### config.mk
export PLATFORM = sky130hd
export DESIGN_NAME = macd_indicator_flat
export DESIGN_NICKNAME = d
export VERILOG_FILES = /design/src/rtl/macd_pkg.sv /design/src/rtl/macd_if.sv /design/src/rtl/macd_cfg_regs.sv /design/src/rtl/macd_ser_mul.sv /design/src/rtl/macd_indicator.sv /design/src/flat_wrapper.sv
export SDC_FILE = /design/constraint.sdc
export NUM_CORES = 1
export LEC_CHECK = 0
export ABC_AREA = 0
export ABC_CLOCK_PERIOD_IN_PS = 12950
export BUFFER_PORTS_ARGS = -buffer_cell sky130_fd_sc_hd__buf_2
export CAP_MARGIN = 20
export CORE_MARGIN = 2
export CORE_UTILIZATION = 30
export DETAILED_ROUTE_END_ITERATION = 10
export GPL_ROUTABILITY_DRIVEN = 0
export SKIP_CTS_REPAIR_TIMING = 1
export SLEW_MARGIN = 20
export SYNTH_ARGS = -nofsm -noshare
export SYNTH_HDL_FRONTEND = slang
export SYNTH_SLANG_ARGS = --single-unit
### constraint.sdc
create_clock -name i_clk -period 12.95 [get_ports i_clk]
set_input_delay 2.59 -clock i_clk [delete_from_list [all_inputs] [get_ports i_clk]]
set_output_delay 2.59 -clock i_clk [all_outputs]
set_load 0.02 [all_outputs]
### src/rtl/macd_pkg.sv
// macd_pkg: shared widths, codes, reset weights and saturation helper
// for the macd indicator block; no dependencies
`default_nettype none

package macd_pkg;

    localparam int PRICE_W = 32;
    localparam int OUT_W   = 32;
    localparam int AVG_W   = 33;
    localparam int DIFF_W  = 34;
    localparam int MAG_W   = 33;
    localparam int IDX_W   = 2;

    localparam logic [31:0] FAST_WEIGHT_RST   = 32'd10082;
    localparam logic [31:0] SLOW_WEIGHT_RST   = 32'd4855;
    localparam logic [31:0] SIGNAL_WEIGHT_RST = 32'd13107;

    typedef enum logic [IDX_W-1:0] {
        CFG_FAST   = 2'd0,
        CFG_SLOW   = 2'd1,
        CFG_SIGNAL = 2'd2
    } t_cfg_idx;

    typedef enum logic [1:0] {
        SEL_FAST   = 2'd0,
        SEL_SLOW   = 2'd1,
        SEL_SIGNAL = 2'd2
    } t_avg_sel;

    function automatic logic [OUT_W-1:0] sat32(input logic signed [DIFF_W-1:0] v);
        logic [OUT_W-1:0] r;
        if (v[DIFF_W-1:OUT_W-1] == '0 || v[DIFF_W-1:OUT_W-1] == '1) begin
            r = v[OUT_W-1:0];
        end else if (v[DIFF_W-1]) begin
            r = {1'b1, {(OUT_W-1){1'b0}}};
        end else begin
            r = {1'b0, {(OUT_W-1){1'b1}}};
        end
        return r;
    endfunction

endpackage

`default_nettype wire

### src/rtl/macd_if.sv
// macd_if: valid/ready channel interfaces for bars, results and weight writes
// no dependencies
`default_nettype none

interface macd_in_if;
    logic        valid;
    logic        ready;
    logic [31:0] close_price;
    logic        series_start;

    modport source (output valid, output close_price, output series_start, input ready);
    modport sink   (input valid, input close_price, input series_start, output ready);
endinterface

interface macd_out_if;
    logic               valid;
    logic               ready;
    logic signed [31:0] macd_line;
    logic signed [31:0] signal_line;
    logic signed [31:0] histogram;

    modport source (output valid, output macd_line, output signal_line, output histogram,
                    input ready);
    modport sink   (input valid, input macd_line, input signal_line, input histogram,
                    output ready);
endinterface

interface macd_cfg_if #(
    parameter int WEIGHT_BITS = 16
);
    logic                   valid;
    logic                   ready;
    logic [1:0]             index;
    logic [WEIGHT_BITS-1:0] data;

    modport source (output valid, output index, output data, input ready);
    modport sink   (input valid, input index, input data, output ready);
endinterface

`default_nettype wire

### src/rtl/macd_cfg_regs.sv
// macd_cfg_regs: the three average weights, written over the config channel
// depends on macd_pkg and macd_cfg_if
`default_nettype none

module macd_cfg_regs import macd_pkg::*; #(
    parameter int WEIGHT_BITS = 16
) (
    input  wire logic                   i_clk,
    input  wire logic                   i_rst_n,
    macd_cfg_if.sink                    i_cfg,
    input  wire t_avg_sel               i_sel,
    output logic [WEIGHT_BITS-1:0]      o_weight
);

    logic [WEIGHT_BITS-1:0] r_fast_w;
    logic [WEIGHT_BITS-1:0] r_slow_w;
    logic [WEIGHT_BITS-1:0] r_sig_w;

    assign i_cfg.ready = 1'b1;

    always_ff @(posedge i_clk) begin
        if (!i_rst_n) begin
            r_fast_w <= FAST_WEIGHT_RST[WEIGHT_BITS-1:0];
            r_slow_w <= SLOW_WEIGHT_RST[WEIGHT_BITS-1:0];
            r_sig_w  <= SIGNAL_WEIGHT_RST[WEIGHT_BITS-1:0];
        end else if (i_cfg.valid) begin
            case (i_cfg.index)
                CFG_FAST:   r_fast_w <= i_cfg.data;
                CFG_SLOW:   r_slow_w <= i_cfg.data;
                CFG_SIGNAL: r_sig_w  <= i_cfg.data;
                default: ;
            endcase
        end
    end

    always_comb begin
        case (i_sel)
            SEL_FAST:   o_weight = r_fast_w;
            SEL_SLOW:   o_weight = r_slow_w;
            SEL_SIGNAL: o_weight = r_sig_w;
            default:    o_weight = '0;
        endcase
    end

endmodule

`default_nettype wire

### src/rtl/macd_ser_mul.sv
// macd_ser_mul: bit-serial multiplier, one weight bit per cycle,
// gives floor(mag * weight / 2^WEIGHT_BITS); depends on macd_pkg
`default_nettype none

module macd_ser_mul import macd_pkg::*; #(
    parameter int WEIGHT_BITS = 16
) (
    input  wire logic                   i_clk,
    input  wire logic                   i_rst_n,
    input  wire logic                   i_start,
    input  wire logic [MAG_W-1:0]       i_mag,
    input  wire logic [WEIGHT_BITS-1:0] i_weight,
    output logic                        o_done,
    output logic [MAG_W-1:0]            o_prod
);

    localparam int CNT_W = $clog2(WEIGHT_BITS + 1);

    logic                   r_busy;
    logic                   r_done;
    logic [CNT_W-1:0]       r_cnt;
    logic [MAG_W-1:0]       r_mag;
    logic [MAG_W-1:0]       r_acc;
    logic [WEIGHT_BITS-1:0] r_wsr;
    logic [MAG_W:0]         n_sum;

    // partial product added, then shifted out one bit
    assign n_sum = {1'b0, r_acc} + (r_wsr[0] ? {1'b0, r_mag} : '0);

    always_ff @(posedge i_clk) begin
        if (!i_rst_n) begin
            r_busy <= 1'b0;
            r_done <= 1'b0;
            r_cnt  <= '0;
        end else begin
            r_done <= 1'b0;
            if (i_start) begin
                r_busy <= 1'b1;
                r_cnt  <= CNT_W'(WEIGHT_BITS);
            end else if (r_busy) begin
                r_cnt <= r_cnt - 1'b1;
                if (r_cnt == CNT_W'(1)) begin
                    r_busy <= 1'b0;
                    r_done <= 1'b1;
                end
            end
        end
    end

    always_ff @(posedge i_clk) begin
        if (i_start) begin
            r_mag <= i_mag;
            r_acc <= '0;
            r_wsr <= i_weight;
        end else if (r_busy) begin
            r_acc <= n_sum[MAG_W:1];
            r_wsr <= r_wsr >> 1;
        end
    end

    assign o_done = r_done;
    assign o_prod = r_acc;

endmodule

`default_nettype wire

### src/rtl/macd_indicator.sv
// macd_indicator: top level, fast/slow/signal exponential averages per bar
// depends on macd_pkg, macd_if, macd_cfg_regs, macd_ser_mul
//
//  channel  | dir | handshake     | payload
//  i_bar    | in  | valid/ready   | close_price[31:0], series_start
//  o_result | out | valid/ready   | macd_line, signal_line, histogram (signed 32)
//  i_cfg    | in  | valid/ready   | index[1:0], data[WEIGHT_BITS-1:0]
//
// one bar at a time; the three average updates share the bit-serial multiplier,
// each update passing through setup, multiplier start, multiply and apply; a later
// bar runs all three updates, the second bar two, and a series start none
// synchronous active-low reset clears control state and restores default weights
// a stalled result sits in the output register; the next bar is taken meanwhile
// and waits in the final step only if the result is still not taken
`default_nettype none

module macd_indicator import macd_pkg::*; #(
    parameter int WEIGHT_BITS = 16
) (
    input  wire logic i_clk,
    input  wire logic i_rst_n,
    macd_in_if.sink   i_bar,
    macd_out_if.source o_result,
    macd_cfg_if.sink  i_cfg
);

    typedef enum logic [6:0] {
        ST_IDLE   = 7'b0000001,
        ST_SETUP  = 7'b0000010,
        ST_MSTART = 7'b0000100,
        ST_MUL    = 7'b0001000,
        ST_APPLY  = 7'b0010000,
        ST_DIFF   = 7'b0100000,
        ST_FINISH = 7'b1000000
    } t_state;

    t_state                   r_state;
    t_avg_sel                 r_sel;
    logic [1:0]               r_bars;
    logic                     r_zero;
    logic [PRICE_W-1:0]       r_price;
    logic signed [AVG_W-1:0]  r_fast;
    logic signed [AVG_W-1:0]  r_slow;
    logic signed [AVG_W-1:0]  r_sig;
    logic signed [AVG_W-1:0]  r_diff;
    logic signed [DIFF_W-1:0] r_d;
    logic                     r_out_valid;
    logic [OUT_W-1:0]         r_macd;
    logic [OUT_W-1:0]         r_signal;
    logic [OUT_W-1:0]         r_hist;

    logic [WEIGHT_BITS-1:0]   w_weight;
    logic                     w_mul_start;
    logic                     w_mul_done;
    logic [MAG_W-1:0]         w_mag;
    logic [MAG_W-1:0]         w_prod;
    logic signed [AVG_W-1:0]  w_x;
    logic signed [AVG_W-1:0]  w_avg;
    logic signed [DIFF_W-1:0] n_d;
    logic signed [DIFF_W-1:0] n_avg;
    logic signed [DIFF_W-1:0] n_diff;
    logic signed [DIFF_W-1:0] n_hist;
    logic signed [DIFF_W-1:0] w_neg_d;
    logic                     w_bar_acc;
    logic                     w_out_free;

    macd_cfg_regs #(.WEIGHT_BITS(WEIGHT_BITS)) u_cfg (
        .i_clk    (i_clk),
        .i_rst_n  (i_rst_n),
        .i_cfg    (i_cfg),
        .i_sel    (r_sel),
        .o_weight (w_weight)
    );

    macd_ser_mul #(.WEIGHT_BITS(WEIGHT_BITS)) u_mul (
        .i_clk    (i_clk),
        .i_rst_n  (i_rst_n),
        .i_start  (w_mul_start),
        .i_mag    (w_mag),
        .i_weight (w_weight),
        .o_done   (w_mul_done),
        .o_prod   (w_prod)
    );

    assign i_bar.ready = (r_state == ST_IDLE);
    assign w_bar_acc   = i_bar.valid && (r_state == ST_IDLE);
    assign w_out_free  = !r_out_valid || o_result.ready;

    always_comb begin
        case (r_sel)
            SEL_FAST:   w_avg = r_fast;
            SEL_SLOW:   w_avg = r_slow;
            SEL_SIGNAL: w_avg = r_sig;
            default:    w_avg = '0;
        endcase
    end

    assign w_x         = (r_sel == SEL_SIGNAL) ? r_diff : $signed({1'b0, r_price});
    assign n_d         = DIFF_W'(w_x) - DIFF_W'(w_avg);
    assign w_neg_d     = -r_d;
    assign w_mag       = r_d[DIFF_W-1] ? w_neg_d[MAG_W-1:0] : r_d[MAG_W-1:0];
    assign w_mul_start = (r_state == ST_MSTART);
    // move toward x, truncated toward zero
    assign n_avg       = r_d[DIFF_W-1] ? DIFF_W'(w_avg) - $signed({1'b0, w_prod})
                                       : DIFF_W'(w_avg) + $signed({1'b0, w_prod});
    assign n_diff      = DIFF_W'(r_fast) - DIFF_W'(r_slow);
    assign n_hist      = DIFF_W'(r_diff) - DIFF_W'(r_sig);

    always_ff @(posedge i_clk) begin
        if (!i_rst_n) begin
            r_state     <= ST_IDLE;
            r_sel       <= SEL_FAST;
            r_bars      <= '0;
            r_zero      <= 1'b0;
            r_out_valid <= 1'b0;
        end else begin
            if (r_state == ST_FINISH && w_out_free) begin
                r_out_valid <= 1'b1;
            end else if (r_out_valid && o_result.ready) begin
                r_out_valid <= 1'b0;
            end
            case (r_state)
                ST_IDLE: begin
                    if (w_bar_acc) begin
                        r_sel <= SEL_FAST;
                        if (i_bar.series_start || r_bars == 2'd0) begin
                            r_bars  <= 2'd1;
                            r_zero  <= 1'b1;
                            r_state <= ST_FINISH;
                        end else begin
                            r_zero  <= 1'b0;
                            r_state <= ST_SETUP;
                        end
                    end
                end
                ST_SETUP:  r_state <= ST_MSTART;
                ST_MSTART: r_state <= ST_MUL;
                ST_MUL: begin
                    if (w_mul_done) begin
                        r_state <= ST_APPLY;
                    end
                end
                ST_APPLY: begin
                    case (r_sel)
                        SEL_FAST: begin
                            r_sel   <= SEL_SLOW;
                            r_state <= ST_SETUP;
                        end
                        SEL_SLOW:   r_state <= ST_DIFF;
                        default:    r_state <= ST_FINISH;
                    endcase
                end
                ST_DIFF: begin
                    if (r_bars == 2'd1) begin
                        r_bars  <= 2'd2;
                        r_state <= ST_FINISH;
                    end else begin
                        r_sel   <= SEL_SIGNAL;
                        r_state <= ST_SETUP;
                    end
                end
                ST_FINISH: begin
                    if (w_out_free) begin
                        r_state <= ST_IDLE;
                    end
                end
                default: r_state <= ST_IDLE;
            endcase
        end
    end

    always_ff @(posedge i_clk) begin
        if (!i_rst_n) begin
            r_fast <= '0;
            r_slow <= '0;
            r_sig  <= '0;
        end else begin
            case (r_state)
                ST_IDLE: begin
                    if (w_bar_acc) begin
                        r_price <= i_bar.close_price;
                        if (i_bar.series_start || r_bars == 2'd0) begin
                            r_fast <= $signed({1'b0, i_bar.close_price});
                            r_slow <= $signed({1'b0, i_bar.close_price});
                            r_sig  <= '0;
                        end
                    end
                end
                ST_SETUP: r_d <= n_d;
                ST_APPLY: begin
                    case (r_sel)
                        SEL_FAST:   r_fast <= n_avg[AVG_W-1:0];
                        SEL_SLOW:   r_slow <= n_avg[AVG_W-1:0];
                        SEL_SIGNAL: r_sig  <= n_avg[AVG_W-1:0];
                        default: ;
                    endcase
                end
                ST_DIFF: begin
                    r_diff <= n_diff[AVG_W-1:0];
                    if (r_bars == 2'd1) begin
                        r_sig <= n_diff[AVG_W-1:0];
                    end
                end
                ST_FINISH: begin
                    if (w_out_free) begin
                        r_macd   <= r_zero ? '0 : sat32(DIFF_W'(r_diff));
                        r_signal <= r_zero ? '0 : sat32(DIFF_W'(r_sig));
                        r_hist   <= r_zero ? '0 : sat32(n_hist);
                    end
                end
                default: ;
            endcase
        end
    end

    assign o_result.valid       = r_out_valid;
    assign o_result.macd_line   = r_macd;
    assign o_result.signal_line = r_signal;
    assign o_result.histogram   = r_hist;

endmodule

`default_nettype wire

### src/flat_wrapper.sv
// flat-port wrapper written by rule: the top's interface ports become plain ports
module macd_indicator_flat import macd_pkg::*;
#(
    parameter int WEIGHT_BITS = 16
)
  (i_clk, i_rst_n, i_bar_valid, i_bar_close_price, i_bar_series_start, i_bar_ready, o_result_valid, o_result_macd_line, o_result_signal_line, o_result_histogram, o_result_ready, i_cfg_valid, i_cfg_index, i_cfg_data, i_cfg_ready);
  macd_in_if i_bar_i ();
  macd_out_if o_result_i ();
  macd_cfg_if #(.WEIGHT_BITS(WEIGHT_BITS)) i_cfg_i ();
  input  wire logic i_clk;
  input  wire logic i_rst_n;
  input wire logic [$bits(i_bar_i.valid)-1:0] i_bar_valid;
  input wire logic [$bits(i_bar_i.close_price)-1:0] i_bar_close_price;
  input wire logic [$bits(i_bar_i.series_start)-1:0] i_bar_series_start;
  output wire logic [$bits(i_bar_i.ready)-1:0] i_bar_ready;
  output wire logic [$bits(o_result_i.valid)-1:0] o_result_valid;
  output wire logic [$bits(o_result_i.macd_line)-1:0] o_result_macd_line;
  output wire logic [$bits(o_result_i.signal_line)-1:0] o_result_signal_line;
  output wire logic [$bits(o_result_i.histogram)-1:0] o_result_histogram;
  input wire logic [$bits(o_result_i.ready)-1:0] o_result_ready;
  input wire logic [$bits(i_cfg_i.valid)-1:0] i_cfg_valid;
  input wire logic [$bits(i_cfg_i.index)-1:0] i_cfg_index;
  input wire logic [$bits(i_cfg_i.data)-1:0] i_cfg_data;
  output wire logic [$bits(i_cfg_i.ready)-1:0] i_cfg_ready;
  assign i_bar_i.valid = i_bar_valid;
  assign i_bar_i.close_price = i_bar_close_price;
  assign i_bar_i.series_start = i_bar_series_start;
  assign i_bar_ready = i_bar_i.ready;
  assign o_result_valid = o_result_i.valid;
  assign o_result_macd_line = o_result_i.macd_line;
  assign o_result_signal_line = o_result_i.signal_line;
  assign o_result_histogram = o_result_i.histogram;
  assign o_result_i.ready = o_result_ready;
  assign i_cfg_i.valid = i_cfg_valid;
  assign i_cfg_i.index = i_cfg_index;
  assign i_cfg_i.data = i_cfg_data;
  assign i_cfg_ready = i_cfg_i.ready;
  macd_indicator #(.WEIGHT_BITS(WEIGHT_BITS)) u_core (.i_clk(i_clk), .i_rst_n(i_rst_n), .i_bar(i_bar_i), .o_result(o_result_i), .i_cfg(i_cfg_i));
endmodule
Yosys cells after proc, flatten, opt, wreduce, memory -nomap -nowiden
Cells that the tools add are included.
{"block": "word_totals", "ff_bits": 444}
{"block": "classes", "add_sub_neg": 8, "eq_ne": 25, "n_bitwise": 2, "muxes": 49, "reduce_logical": 36}
{"cell": "two-way mux 33 bit", "count": 12}
{"cell": "case mux 33 bit (3 select lines)", "count": 2}
{"cell": "two-way mux 32 bit", "count": 6}
{"cell": "case mux 33 bit (2 select lines)", "count": 2}
{"cell": "subtractor 33 x 33 -> 34 bit", "count": 2}
{"cell": "subtractor 33 bit", "count": 2}
{"cell": "case mux 7 bit (7 select lines)", "count": 1}
{"cell": "case mux 16 bit (3 select lines)", "count": 1}
{"cell": "two-way mux 7 bit", "count": 5}
{"cell": "adder 33 x 34 -> 34 bit", "count": 1}
{"cell": "adder 33 bit", "count": 1}
{"cell": "negation 33 bit", "count": 1}
{"cell": "two-way mux 16 bit", "count": 2}
{"cell": "AND reduction 4 bit", "count": 4}
{"cell": "case mux 7 bit (2 select lines)", "count": 1}
{"cell": "two-way mux 2 bit", "count": 6}
{"cell": "AND reduction 2 bit", "count": 6}
{"cell": "two-way mux 5 bit", "count": 2}
{"cell": "!= test 2 x 1 -> 1 bit (second input constant)", "count": 5}
{"cell": "== test 3 bit (second input constant)", "count": 3}
{"cell": "zero test 3 bit", "count": 3}
{"cell": "AND reduction 3 bit", "count": 3}
{"cell": "!= test 2 bit (second input constant)", "count": 4}
{"cell": "nonzero test 2 bit", "count": 4}
{"cell": "other kinds (23)", "count": 41}

Depth between registers and ports, before layout
{"block": "logic_depth", "ltp_word": 6, "ltp_mapped": 21}

Cells and area by module
From an unflattened synthesis, not the netlist that was laid out.
{"block": "hier_totals", "cells_unflattened": 3099, "area_unflattened_um2": 28503.6}
{"mod": "macd_indicator", "area_each_um2": 21161.5, "n_inst": 1, "cells_per_inst": 2369}
{"mod": "macd_ser_mul", "area_each_um2": 5073.6, "n_inst": 1, "cells_per_inst": 501}
{"mod": "macd_cfg_regs", "area_each_um2": 2268.4, "n_inst": 1, "cells_per_inst": 229}

Worst setup path after synthesis
Ideal clock, no wire load.
{"block": "synth_timing", "path_kind": "input to register", "start": "in i_rst_n", "end": "reg u_core.r_hist[0], in the netlist u_core.o_result.histogram[0] (enable)", "slack_ns": 5.342, "setup_ns": 0.551, "required_time_ns": 12.399, "arrival_time_ns": 7.057, "path_stages": 4, "path_cell_list": "clkbuf_8 clkbuf_1 nand2_1 nor2_1"}
{"block": "synth_between", "elab_chain_len": 1}
{"element": "start: declaration", "line": "flat_wrapper.sv:11", "source": "input wire logic i_rst_n;"}
{"element": "AND reduction 3 bit (no line)"}
{"element": "end signal: assignment", "line": "macd_indicator.sv:208", "source": "r_hist <= r_zero ? '0 : sat32(n_hist);"}
{"element": "end: declaration", "line": "macd_indicator.sv:50", "source": "logic [OUT_W-1:0] r_hist;"}
No other way between the ends.
A chain may end at the register's enable or synchronous reset.

Final worst setup path
{"block": "layout_timing", "start": "reg u_core.r_sel[0]", "end": "reg u_core.r_d[31], data pin"}
{"block": "layout_between", "elab_chain_len": 3, "elab_cells_between_ends": 6, "cone_classes": "1 x add/sub; 2 x eq/ne; 2 x mux; 1 x reduce/logical"}
{"element": "start: declaration", "line": "macd_indicator.sv:38", "source": "t_avg_sel r_sel;"}
{"element": "start signal: assignment", "line": "macd_indicator.sv:112", "source": "r_sel <= SEL_FAST;"}
{"element": "start signal: assignment", "line": "macd_indicator.sv:125", "source": "r_sel <= SEL_FAST;"}
{"element": "start signal: assignment", "line": "macd_indicator.sv:146", "source": "r_sel <= SEL_SLOW;"}
{"element": "== test 2 bit, or another cell as far along", "line": "macd_indicator.sv:90, macd_indicator.sv:98"}
{"element": "case mux 33 bit (3 select lines) or two-way mux 33 bit (tied branches)", "line": "macd_indicator.sv:90, macd_indicator.sv:98"}
{"element": "subtractor 33 x 33 -> 34 bit *", "line": "macd_indicator.sv:99", "source": "assign n_d = DIFF_W'(w_x) - DIFF_W'(w_avg);"}
{"element": "net u_core.n_d[31]", "line": "macd_indicator.sv:59", "source": "logic signed [DIFF_W-1:0] n_d;"}
{"element": "end signal: assignment", "line": "macd_indicator.sv:189", "source": "ST_SETUP: r_d <= n_d;"}
{"element": "end: declaration", "line": "macd_indicator.sv:46", "source": "logic signed [DIFF_W-1:0] r_d;"}
Mark *: on every way through the listed nets, which the timed path passes. The rest lies on a longest branch.

==> run metrics <==
first-pass GRT wire length around 120000 um; Die ar. ~95000 sq um; Slew headroom between 20 and 30%; Worst Path Arrival around 6000 ps; Post-Syn Area 27870 sq um; Initial Util between 30% and 40%; DIE HEIGHT approximately 310 um; vias per cell between 5 and 6; leading cell type in the layout, fill and taps excluded a21oi_1; WL per Instance 18.04 um; worst hold-check path type flip-flop to flip-flop; commonest non-fill, non-tap cells in the layout 373 x a21oi_1, 295 x nand2_1, 282 x nor2_1, 244 x edfxtp_1, 196 x dfxtp_1; Worst EP required between 10000 and 15000 ps; Ys Warns 0; global route total overflow 0; Overall Global Routing Usage between 10% and 20%; Post-synth EDFFs 244; fin crit share a little over two fifths; Least-Margin Pin Slew 1066 ps; TritonCTS clock tree yes; share of layout cells above drive strength 1 10.64%; clk sinks between 400 and 500; final core occ 34.32%; row count between 100 and 150; maximum number of pins on one net before global-route repair 83; R2R Path End u_core.r_d[31]; asr flop ratio synth 0%; CTS Root Cell clkbuf_16; largest family of logic cells by synthesized area compound AO/OA/AOI/OAI gates; #FFs+latches synth approximately 440; commonest register cell after synthesis edfxtp_1; antenna violations before repair 14; ANT nets after route 0; Setup TNS Final 0 ps; R2R depth 15; Initial DRC Count 1958; die span in x about 310 um; Synth Net Count around 3.3k; drt pass-1 iters 5; R2R Setup Slk roughly 7400 ps; DP HPWL between 60000 and 70000 um; Setup crit end u_core.r_d[31]; H-tree depth 2; Longest Clk Path Bufs 3; XOR/XNOR Fraction of Synth Area under 10%; crit path time final around 5600 ps; final clock skew slightly above 20 ps; area grow syn2layout 13.06%; Compound-Gate Fraction of Synth Area between 20% and 30%; RSZ-0062 raised after global routing no; Port Buf Inserts ~150; DR WL met2 37710 um; Reg-to-Reg Start u_core.r_sel[0]; sequential fraction of the synthesis area between 40 and 50%; LEAKAGE between 10 and 15 nW; Setup crit end kind flip-flop; multiplexer area fraction after synthesis 4.135%; WS Path Type flip-flop to flip-flop; sequential cell area around 11000 sq um; synthesized netlist cell count between 3k and 4k; Post-Synth Simple-Gate Area 15.26%; pwr/cell area about 200 nW/um^2; DR vias 23.25k; Mean Syn Cell Area approximately 9 sq um; I/O pin count between 150 and 200; met3 wire length 4846 um; core area around 90000 sq um; Adder-Cell Fraction of Synth Area under 10%; startpoint types flip-flop; post-synth cell types between 90 and 100; final setup vio count 0; Total Routed Length 80640 um; Fill cells around 9.5k; area occupied by multi-input gates around 15000 sq um; Worst VDD drop approximately 0.00011 V; final hold vios 0; Worst-path clk slew approximately 60 ps; vias in the first global route approximately 22k; DRC viols 0; nets@finish 3414; highest metal used met5; clk_lat worst skew 590 ps; status completed; max-capacitance violation count 0; total clock buffers created by CTS 50; Slew Limit Fails 0; CP Launch Point u_core.r_sel[0]; Max FO, Critical Path 36; Metal-1 WL approximately 36000 um; Peak Freq roughly 180 MHz
## power breakdown
part           leakage [nW]  internal, mW  switching [mW]
logic                  7.67          1.16            1.83
registers              3.84          1.75           0.128
clock network         0.811         0.880           0.599
## cell usage after synthesis, drive strengths merged (6+ instances only)
library cell,number,share of area [%]
dfxtp,200,14
nor2b,20,0.45
nor3,44,0.83
a21boi,16,0.43
a31o,9,0.28
o21a,35,0.94
nor4,17,0.43
or4,9,0.26
o31a,10,0.31
nand2,295,4.0
a31oi,40,0.90
a21o,115,3.1
and3,20,0.45
edfxtp,244,26
mux2i,78,2.8
o211ai,19,0.51
nand3,65,1.2
or3,21,0.51
ha,170,7.6
inv,163,2.2
o21bai,14,0.38
clkbuf,130,1.9
a221oi,8,0.27
or2,10,0.22
and2,44,0.99
buf,26,0.43
a211o,6,0.19
nand3b,11,0.30
xor2,47,1.5
nand4,28,0.63
nor2,285,3.8
a211oi,69,1.9
a21oi,373,6.7
o31ai,23,0.67
xnor2,142,4.5
nand2b,23,0.52
o21ai,152,2.7
mux2,33,1.3
## layer usage
| layer | vias to the layer above | global-route usage [%] |
|---|---|---|
| li1 | 11404 | - |
| met1 | 11119 | 21.98 |
| met2 | 588 | 27.21 |
| met3 | 121 | 3.062 |
| met4 | 20 | 4.765 |
| met5 | - | 0 |
## registers in the layout (all words and copies together), names as in the netlist, 33 cells and up
register	flops
u_core.r_d	34
u_core.r_diff	33
u_core.r_sig	33
u_core.u_mul.r_mag	33
u_core.r_slow	33
u_core.r_fast	33
u_core.u_mul.o_prod	33
## cell type report
type | instances | area share [%]
antenna | 2 | 0.01588
sequential | 444 | 35.99
inverter | 163 | 1.942
multi-input combinational | 2342 | 48.65
timing repair buffer | 182 | 3.121
tap | 1243 | 4.936
clock inverter | 26 | 1.009
clock buffer | 67 | 4.336
## worst max-delay path: stages (launching register included)
cell and delay (ps):
dfxtp_4 470, nor2b_4 650, buf_4 410, buf_4 480, mux2i_1 350, inv_1 90
ha_1 290, nor2b_1 140, o31a_1 290, o21ai_0 400, a31oi_1 250, o41ai_2 620
o31ai_1 280, a211o_1 310, a21oi_1 170, xnor2_1 80
## how the worst min path moves through the flow
stage / start / endpoint / slack, ps / depth (start not counted)
after CTS: u_core.u_cfg.r_slow_w[15] / u_core.u_cfg.r_slow_w[15] / 460 / 2
after global routing: u_core.u_cfg.r_slow_w[10] / u_core.u_cfg.r_slow_w[10] / 470 / 2
after detailed placement: u_core.u_cfg.r_slow_w[15] / u_core.u_cfg.r_slow_w[15] / 450 / 2
final: u_core.u_cfg.r_slow_w[10] / u_core.u_cfg.r_slow_w[10] / 450 / 2
after global placement: u_core.u_cfg.r_slow_w[11] / u_core.u_cfg.r_slow_w[11] / 440 / 2
after floorplan: u_core.u_cfg.r_fast_w[0] / u_core.u_cfg.r_fast_w[0] / 440 / 2
## through the flow
stage	power [mW]	instance area [sq um]	std cells	setup WS (ps)	hold slack, ps
after floorplan	4.118	27870	3105	5342	435.7
after global placement	4.820	29810	4374	7558	440.8
after detailed placement	4.836	29810	4374	7535	446.7
after CTS	6.334	31500	4467	7505	455.0
after global routing	6.755	31500	4467	7047	472.6
final	6.348	31510	4469	7392	454.0
## kinds of logic (layout without fill, tap and decap cells)
group                    Yosys count  count (layout)
buffers and inverters            319             438
XOR/XNOR                         190             190
other                              1               3
AND/OR/NAND/NOR                  915             915
multiplexers                     111             111
AO/OA/AOI/OAI                    950             950
adder cells (fa/ha/maj)          175             175
flip-flops                       444             444
Note: power is estimated with default switching activity, not from simulation.
